===== config.mk =====
export PLATFORM = sky130hd
export DESIGN_NAME = date_add_days_normalizer
export DESIGN_NICKNAME = d
export VERILOG_FILES = /design/src/rtl/dan_pkg.sv /design/src/rtl/dan_cal.sv /design/src/rtl/date_add_days_normalizer.sv
export SDC_FILE = /design/constraint.sdc
export NUM_CORES = 1
export LEC_CHECK = 0
export BUFFER_PORTS_ARGS = -buffer_cell sky130_fd_sc_hd__clkbuf_2
export CAP_MARGIN = 40
export CORE_AREA = 2 2 156 158
export CTS_CLUSTER_DIAMETER = 150
export DETAILED_ROUTE_END_ITERATION = 16
export DIE_AREA = 0 0 158 160
export PLACE_DENSITY = 0.66
export SKIP_LAST_GASP = 1
export SLEW_MARGIN = 5
export SYNTH_ARGS = -nofsm -noshare
export SYNTH_HDL_FRONTEND = slang
export SYNTH_SLANG_ARGS = --single-unit

===== constraint.sdc =====
create_clock -name clk -period 7.28 [get_ports clk]
set_clock_uncertainty 0.1 [all_clocks]
set_input_delay 0.728 -clock clk [delete_from_list [all_inputs] [get_ports clk]]
set_output_delay 0.728 -clock clk [all_outputs]
set_load 0.01 [all_outputs]

===== src/rtl/dan_pkg.sv =====
`timescale 1ns / 1ps
`default_nettype none

package dan_pkg;

    // calendar limits
    localparam int unsigned YEAR_MIN = 1;
    localparam int unsigned YEAR_MAX = 9999;
    localparam int unsigned DAYS_COMMON_YEAR = 365;

    // year / 100 as a multiply by a reciprocal, exact for any 14-bit year
    localparam int unsigned RECIP_100 = 5243;
    localparam int unsigned RECIP_SHIFT = 19;

    // status codes
    localparam logic [1:0] STATUS_OK = 2'd0;
    localparam logic [1:0] STATUS_BAD_DATE = 2'd1;
    localparam logic [1:0] STATUS_RANGE = 2'd2;

    // month lengths, index 0 is not a month
    localparam logic [4:0] MONTH_LEN [0:12] = '{
        5'd0, 5'd31, 5'd28, 5'd31, 5'd30, 5'd31, 5'd30,
        5'd31, 5'd31, 5'd30, 5'd31, 5'd30, 5'd31
    };
    localparam logic [4:0] MONTH_LEN_LEAP [0:12] = '{
        5'd0, 5'd31, 5'd29, 5'd31, 5'd30, 5'd31, 5'd30,
        5'd31, 5'd31, 5'd30, 5'd31, 5'd30, 5'd31
    };

    // running residues of the current year: year % 100 and (year / 100) % 4
    typedef struct packed {
        logic [6:0] c100;
        logic [1:0] q4;
    } yr_mod_t;

    // calendar facts about the current and the previous year
    typedef struct packed {
        logic       leap_cur;
        logic [8:0] len_cur;
        logic [8:0] len_prev;
    } cal_info_t;

endpackage

`default_nettype wire


===== src/rtl/dan_cal.sv =====
`timescale 1ns / 1ps
`default_nettype none

module dan_cal
    import dan_pkg::*;
(
    input  wire logic [1:0] year_lo,
    input  wire yr_mod_t    ymod,
    input  wire logic [3:0] month,
    output cal_info_t       info,
    output logic [4:0]      mdays
);

    logic       leap_cur;
    logic       leap_prev;
    logic [1:0] prev_lo;
    logic [6:0] prev_c100;
    logic [1:0] prev_q4;

    // residues of the year before
    always_comb
    begin
        prev_lo = year_lo - 2'd1;
        if (ymod.c100 == 7'd0)
        begin
            prev_c100 = 7'd99;
            prev_q4 = ymod.q4 - 2'd1;
        end
        else
        begin
            prev_c100 = ymod.c100 - 7'd1;
            prev_q4 = ymod.q4;
        end
    end

    // 4/100/400 rule on the residues
    assign leap_cur = ((year_lo == 2'd0) && (ymod.c100 != 7'd0))
                      || ((ymod.c100 == 7'd0) && (ymod.q4 == 2'd0));
    assign leap_prev = ((prev_lo == 2'd0) && (prev_c100 != 7'd0))
                       || ((prev_c100 == 7'd0) && (prev_q4 == 2'd0));

    assign info.leap_cur = leap_cur;
    assign info.len_cur = 9'(DAYS_COMMON_YEAR) + {8'd0, leap_cur};
    assign info.len_prev = 9'(DAYS_COMMON_YEAR) + {8'd0, leap_prev};

    // month length lookup, zero for a code that is not a month
    always_comb
    begin
        if ((month == 4'd0) || (month > 4'd12))
            mdays = 5'd0;
        else if (leap_cur)
            mdays = MONTH_LEN_LEAP[month];
        else
            mdays = MONTH_LEN[month];
    end

endmodule

`default_nettype wire


===== src/rtl/date_add_days_normalizer.sv =====
`timescale 1ns / 1ps
`default_nettype none

// Adds a signed day offset to a Gregorian date and returns the normalized date
// with a status (ok, invalid input date, result outside years 1..9999); on
// either error the input date is returned unchanged. One transaction is worked
// on at a time by a single shared adder under a small sequencer: setup steps
// (accept, year/100 split, residue, date check), then a walk over the months
// before the start month for the day of year, the offset add, a walk over the
// years crossed (about |offset|/365 years, so up to about 180 at 17 offset
// bits) plus a closing year test, a walk over the months up to the result
// month and a final load of the output register. A bad input date goes from
// the date check straight to the output load; an out-of-range result stops
// when a year step would pass the limit. in_stall is high while a transaction
// is at work; a finished result waits in the output register while the next
// one runs.

module date_add_days_normalizer
    import dan_pkg::*;
#(
    parameter int OFFSET_BITS = 17
)
(
    input  wire logic                   clk,
    input  wire logic                   rst_n,
    input  wire logic                   in_valid,
    output logic                        in_stall,
    input  wire logic [4:0]             in_day,
    input  wire logic [3:0]             in_month,
    input  wire logic [13:0]            in_year,
    input  wire logic [OFFSET_BITS-1:0] day_offset,
    output logic                        out_valid,
    input  wire logic                   out_stall,
    output logic [4:0]                  out_day,
    output logic [3:0]                  out_month,
    output logic [13:0]                 out_year,
    output logic [1:0]                  status
);

    localparam int RW = ((OFFSET_BITS > 11) ? OFFSET_BITS : 11) + 1;

    localparam logic [3:0] S_IDLE  = 4'd0;
    localparam logic [3:0] S_LOAD  = 4'd1;
    localparam logic [3:0] S_REM   = 4'd2;
    localparam logic [3:0] S_CHECK = 4'd3;
    localparam logic [3:0] S_DOY   = 4'd4;
    localparam logic [3:0] S_ADD   = 4'd5;
    localparam logic [3:0] S_YEAR  = 4'd6;
    localparam logic [3:0] S_MON   = 4'd7;
    localparam logic [3:0] S_DONE  = 4'd8;

    logic [3:0]             state_reg, state_next;
    logic                   out_valid_reg, out_valid_next;

    logic [4:0]             day_reg;
    logic [3:0]             month_reg;
    logic [13:0]            year_reg;
    logic [OFFSET_BITS-1:0] off_reg;
    logic [7:0]             q_reg, q_next;
    yr_mod_t                ymod_reg, ymod_next;
    logic [13:0]            cur_year_reg, cur_year_next;
    logic signed [RW-1:0]   r_reg, r_next;
    logic [3:0]             mon_reg, mon_next;
    logic [4:0]             res_day_reg, res_day_next;
    logic [3:0]             res_month_reg, res_month_next;
    logic [13:0]            res_year_reg, res_year_next;
    logic [1:0]             res_status_reg, res_status_next;
    logic [4:0]             out_day_reg;
    logic [3:0]             out_month_reg;
    logic [13:0]            out_year_reg;
    logic [1:0]             status_reg;

    logic                   accept;
    logic                   out_free;
    logic [26:0]            recip_prod;
    logic [13:0]            rem100;
    logic [3:0]             cal_month;
    cal_info_t              cal;
    logic [4:0]             mdays;
    logic signed [RW-1:0]   addend;
    logic signed [RW-1:0]   sum;
    logic signed [RW-1:0]   mdays_ext;
    logic signed [RW-1:0]   len_cur_ext;
    logic signed [RW-1:0]   len_prev_ext;
    logic signed [RW-1:0]   off_ext;
    logic signed [RW-1:0]   day0_ext;
    logic                   date_ok;

    assign accept = in_valid && !in_stall;
    assign in_stall = (state_reg != S_IDLE);
    assign out_free = !out_valid_reg || !out_stall;

    // year split: q = year / 100, then residue year % 100
    assign recip_prod = {13'd0, year_reg} * 27'(RECIP_100);
    assign rem100 = year_reg - 14'({6'd0, q_reg} * 14'd100);

    // calendar lookups for the year being stepped
    assign cal_month = (state_reg == S_CHECK) ? month_reg : mon_reg;

    dan_cal u_cal (
        .year_lo (cur_year_reg[1:0]),
        .ymod    (ymod_reg),
        .month   (cal_month),
        .info    (cal),
        .mdays   (mdays)
    );

    assign mdays_ext = $signed({{(RW-5){1'b0}}, mdays});
    assign len_cur_ext = $signed({{(RW-9){1'b0}}, cal.len_cur});
    assign len_prev_ext = $signed({{(RW-9){1'b0}}, cal.len_prev});
    assign off_ext = $signed({{(RW-OFFSET_BITS){off_reg[OFFSET_BITS-1]}}, off_reg});
    assign day0_ext = $signed({{(RW-5){1'b0}}, day_reg - 5'd1});

    assign date_ok = (month_reg >= 4'd1) && (month_reg <= 4'd12)
                     && (year_reg >= 14'(YEAR_MIN)) && (year_reg <= 14'(YEAR_MAX))
                     && (day_reg >= 5'd1) && (day_reg <= mdays);

    // shared adder operand select
    always_comb
    begin
        case (state_reg)
            S_DOY:   addend = mdays_ext;
            S_ADD:   addend = off_ext;
            S_YEAR:  addend = r_reg[RW-1] ? len_prev_ext : -len_cur_ext;
            S_MON:   addend = -mdays_ext;
            default: addend = '0;
        endcase
    end

    assign sum = r_reg + addend;

    // sequencer
    always_comb
    begin
        state_next = state_reg;
        out_valid_next = out_valid_reg && out_stall;
        q_next = q_reg;
        ymod_next = ymod_reg;
        cur_year_next = cur_year_reg;
        r_next = r_reg;
        mon_next = mon_reg;
        res_day_next = res_day_reg;
        res_month_next = res_month_reg;
        res_year_next = res_year_reg;
        res_status_next = res_status_reg;
        case (state_reg)
            S_IDLE:
            begin
                if (accept)
                    state_next = S_LOAD;
            end
            S_LOAD:
            begin
                q_next = recip_prod[RECIP_SHIFT+7:RECIP_SHIFT];
                cur_year_next = year_reg;
                state_next = S_REM;
            end
            S_REM:
            begin
                ymod_next.c100 = rem100[6:0];
                ymod_next.q4 = q_reg[1:0];
                state_next = S_CHECK;
            end
            S_CHECK:
            begin
                res_day_next = day_reg;
                res_month_next = month_reg;
                res_year_next = year_reg;
                if (date_ok)
                begin
                    r_next = day0_ext;
                    mon_next = 4'd1;
                    state_next = S_DOY;
                end
                else
                begin
                    res_status_next = STATUS_BAD_DATE;
                    state_next = S_DONE;
                end
            end
            S_DOY:
            begin
                if (mon_reg == month_reg)
                    state_next = S_ADD;
                else
                begin
                    r_next = sum;
                    mon_next = mon_reg + 4'd1;
                end
            end
            S_ADD:
            begin
                r_next = sum;
                state_next = S_YEAR;
            end
            S_YEAR:
            begin
                if (r_reg[RW-1])
                begin
                    // borrow a whole year
                    if (cur_year_reg == 14'(YEAR_MIN))
                    begin
                        res_status_next = STATUS_RANGE;
                        state_next = S_DONE;
                    end
                    else
                    begin
                        r_next = sum;
                        cur_year_next = cur_year_reg - 14'd1;
                        if (ymod_reg.c100 == 7'd0)
                        begin
                            ymod_next.c100 = 7'd99;
                            ymod_next.q4 = ymod_reg.q4 - 2'd1;
                        end
                        else
                            ymod_next.c100 = ymod_reg.c100 - 7'd1;
                    end
                end
                else if (!sum[RW-1])
                begin
                    // carry a whole year
                    if (cur_year_reg == 14'(YEAR_MAX))
                    begin
                        res_status_next = STATUS_RANGE;
                        state_next = S_DONE;
                    end
                    else
                    begin
                        r_next = sum;
                        cur_year_next = cur_year_reg + 14'd1;
                        if (ymod_reg.c100 == 7'd99)
                        begin
                            ymod_next.c100 = 7'd0;
                            ymod_next.q4 = ymod_reg.q4 + 2'd1;
                        end
                        else
                            ymod_next.c100 = ymod_reg.c100 + 7'd1;
                    end
                end
                else
                begin
                    mon_next = 4'd1;
                    state_next = S_MON;
                end
            end
            S_MON:
            begin
                if (!sum[RW-1] && (mon_reg != 4'd12))
                begin
                    r_next = sum;
                    mon_next = mon_reg + 4'd1;
                end
                else
                begin
                    res_day_next = r_reg[4:0] + 5'd1;
                    res_month_next = mon_reg;
                    res_year_next = cur_year_reg;
                    res_status_next = STATUS_OK;
                    state_next = S_DONE;
                end
            end
            S_DONE:
            begin
                if (out_free)
                begin
                    out_valid_next = 1'b1;
                    state_next = S_IDLE;
                end
            end
            default:
            begin
                state_next = S_IDLE;
            end
        endcase
    end

    // control registers
    always_ff @(posedge clk or negedge rst_n)
    begin
        if (!rst_n)
        begin
            state_reg <= S_IDLE;
            out_valid_reg <= 1'b0;
        end
        else
        begin
            state_reg <= state_next;
            out_valid_reg <= out_valid_next;
        end
    end

    // datapath registers
    always_ff @(posedge clk)
    begin
        if (accept)
        begin
            day_reg <= in_day;
            month_reg <= in_month;
            year_reg <= in_year;
            off_reg <= day_offset;
        end
        q_reg <= q_next;
        ymod_reg <= ymod_next;
        cur_year_reg <= cur_year_next;
        r_reg <= r_next;
        mon_reg <= mon_next;
        res_day_reg <= res_day_next;
        res_month_reg <= res_month_next;
        res_year_reg <= res_year_next;
        res_status_reg <= res_status_next;
        if ((state_reg == S_DONE) && out_free)
        begin
            out_day_reg <= res_day_reg;
            out_month_reg <= res_month_reg;
            out_year_reg <= res_year_reg;
            status_reg <= res_status_reg;
        end
    end

    assign out_valid = out_valid_reg;
    assign out_day = out_day_reg;
    assign out_month = out_month_reg;
    assign out_year = out_year_reg;
    assign status = status_reg;

endmodule

`default_nettype wire


==> metrics.txt <==
clock period minus final worst setup slack between 5000 and 6000 ps; Final Hold Violating Endpoints 0; Seq/Total Area, Yosys between 30% and 40%; Port Buffer Count 70; setup slack of the worst register-to-register path 1440 ps; global-route usage over all layers roughly a fifth; mean cell area of the mapped netlist roughly 10 sq um; top cell type by total area after synthesis edfxtp_1; RSZ-0062 raised after global routing no; clock transition at the registers of the reported paths approximately 70 ps; detailed-route vias per instance 5.46; Synth async-reset ratio under 10%; Post-DP HPWL ~20000 um; category of the worst setup path capture point flip-flop; worst hold path class input port to asynchronous set/reset pin; routability-driven placement congestion ratio between 0.9 and 1; GRT overflow 0; placeable core area 23800 sq um; net count of the finished layout about 1400; highest achievable clock rate 0.171 GHz; final antenna diode count 0; clock tree from TritonCTS built; data required time of the critical path about 7300 ps; H-tree depth 4; number of antenna violations at the first check in global routing 0; pin count of the biggest net entering global routing 37; Remaining DRCs 0; synthesized netlist net count approximately 1400; share of the clock period used by the worst path after layout roughly four fifths; Std-Cell Rows 57; dominant cells by area after synthesis edfxtp_1 36%, ha_1 16%, fa_1 11%, inv_1 4.6%, o21ai_0 3.2%; total negative slack for setup checks 0 ps; average wire per cell in the routed design 17.0 um; via count of the routed design 8272; crit-path max FO 23; Netlist Area Pre-Place approximately 12000 sq um; drt total wl roughly 26000 um; Arr. time, crit path a little under 6000 ps; number of detailed-route iterations in the first pass 7; max-slew violation total from the final report 0; worst slew margin relative to its limit 53.8%; Netlist cell types between 60 and 70; flip-flop and latch count after synthesis ~150; clock tree buffer depth 2; number of max-cap violations 0; global-route wire length before repair approximately 42000 um; vias in the first global route ~8000; post-CTS resize count 0; result of the run finished, final reports clean; post-CTS setup buffers 0; detailed router's first-iteration violation count 677; yosys synthesis warning count 0; most frequently used flop master after synthesis edfxtp_1; library cell used as clock root buffer clkbuf_16; x dimension of the die ~160 um; launching element type of the critical path flip-flop; Worst Path Class, Setup flip-flop to flip-flop; I/O pin cnt 71; area growth from synthesis to layout 11.4%; Vert. Die Dim approximately 160 um; max reg flops 18; share of cells above drive strength 1 12.3%; final count of negative-setup-slack endpoints 0; number of enable flip-flop cells after synthesis 140; initial standard-cell utilization of the core between 40% and 50%; total of hold buffers inserted after clock tree synthesis 0; proportion of netlist area held by the largest area contributor between 30% and 40%; number of sinks handled by clock tree synthesis approximately 150; leading cell type by number of instances after synthesis ha_1; Commonest cells post-synth 146 x ha_1, 142 x inv_1, 140 x edfxtp_1, 80 x nand2_1, 74 x o21ai_0; Die ar. between 20000 and 30000 sq um; Gate Count Post-Synth ~1100; Clock Latency Late Sink 430 ps; total CTS buffers 17; transition time at the pin with the least slew margin between 600 and 700 ps; Routed Antenna Nets 0
final timing paths:
check,depth (start not counted),start,end
hold reg to reg,0,res_year_reg[13],out_year[13]
setup reg to reg,20,ymod_reg[5],res_year_reg[4]
setup / recovery,20,ymod_reg[5],res_year_reg[4]
max in group asynchronous,1,rst_n,state_reg[3]
hold / removal,1,rst_n,state_reg[1]
min in group clk,0,res_year_reg[13],out_year[13]
critical path: stages (launching register included):
cell and delay, ps:
edfxtp_1 580, nor4_1 490, nand2_1 330, mux2i_1 240, o31ai_1 220, a22o_1 230
inv_1 60, ha_1 210, ha_1 190, nor2_1 290, o21ai_0 160, a21oi_1 230
ha_1 300, o21a_1 140, o21a_1 210, o211ai_1 150, a21oi_1 160, a211o_1 290
a311oi_2 420, or2_1 160, buf_4 310
cells in the final DEF, fill, tap and decap left out, drive strengths merged, types with 4 or more instances in the layout:
master | Yosys | final
clkbuf | 27 | 88
mux2i | 10 | 10
nor3b | 4 | 4
a21o | 8 | 8
a211oi | 6 | 6
mux2 | 16 | 16
nand3 | 28 | 28
nor2 | 68 | 68
nand2 | 81 | 81
buf | 9 | 13
o21a | 9 | 9
nor3 | 22 | 22
o211ai | 10 | 10
inv | 143 | 149
o21ai | 77 | 77
or3 | 12 | 12
dfrtp | 5 | 5
edfxtp | 140 | 140
a31oi | 9 | 9
nand4 | 10 | 10
xor2 | 25 | 25
nand2b | 8 | 8
fa | 64 | 64
o22ai | 10 | 10
ha | 146 | 146
nor4 | 9 | 9
and3 | 6 | 6
nor2b | 17 | 17
xnor2 | 34 | 34
o31ai | 4 | 4
a21oi | 51 | 51
cell families after synthesis:
group	share of synthesized area (%)
AND/OR/NAND/NOR	11.8
AO/OA/AOI/OAI	11.3
adder cells (fa/ha/maj)	26.8
buffers and inverters	5.95
flip-flops	37.3
XOR/XNOR	4.45
multiplexers	2.45
area by class of cell:
class                   count  area (sq um)
clock inverters            14           155
clock buffers              18           429
inverters                 143           537
fillers                  2151         10900
flip-flops and latches    145          4330
well taps                 324           405
repair buffers             83           475
multi-input cells         788          6600
per-stage QoR:
step                      area, sq um  utilization, %  worst slack, ps  hold WS [ps]  instances
after floorplan                 11600               -             1060           300       1112
after global placement          12300            51.6             1630           303       1480
after detailed placement        12300            51.8             1570           305       1483
after CTS                       12900            54.3             1520          2.37       1515
after global routing            12900            54.3             1030          2.01       1515
final                           12900            54.3             1440          6.40       1515
layer usage:
metal  GRT usage (%)  routed length, um
met4            6.22                525
met2            31.8              11600
met3            4.29               1460
met5               0                  0
met1            31.7              12300
Power is left out: the tool's default activity adds up to more than one toggle a clock period on the data nets, which glitch-free logic cannot reach.
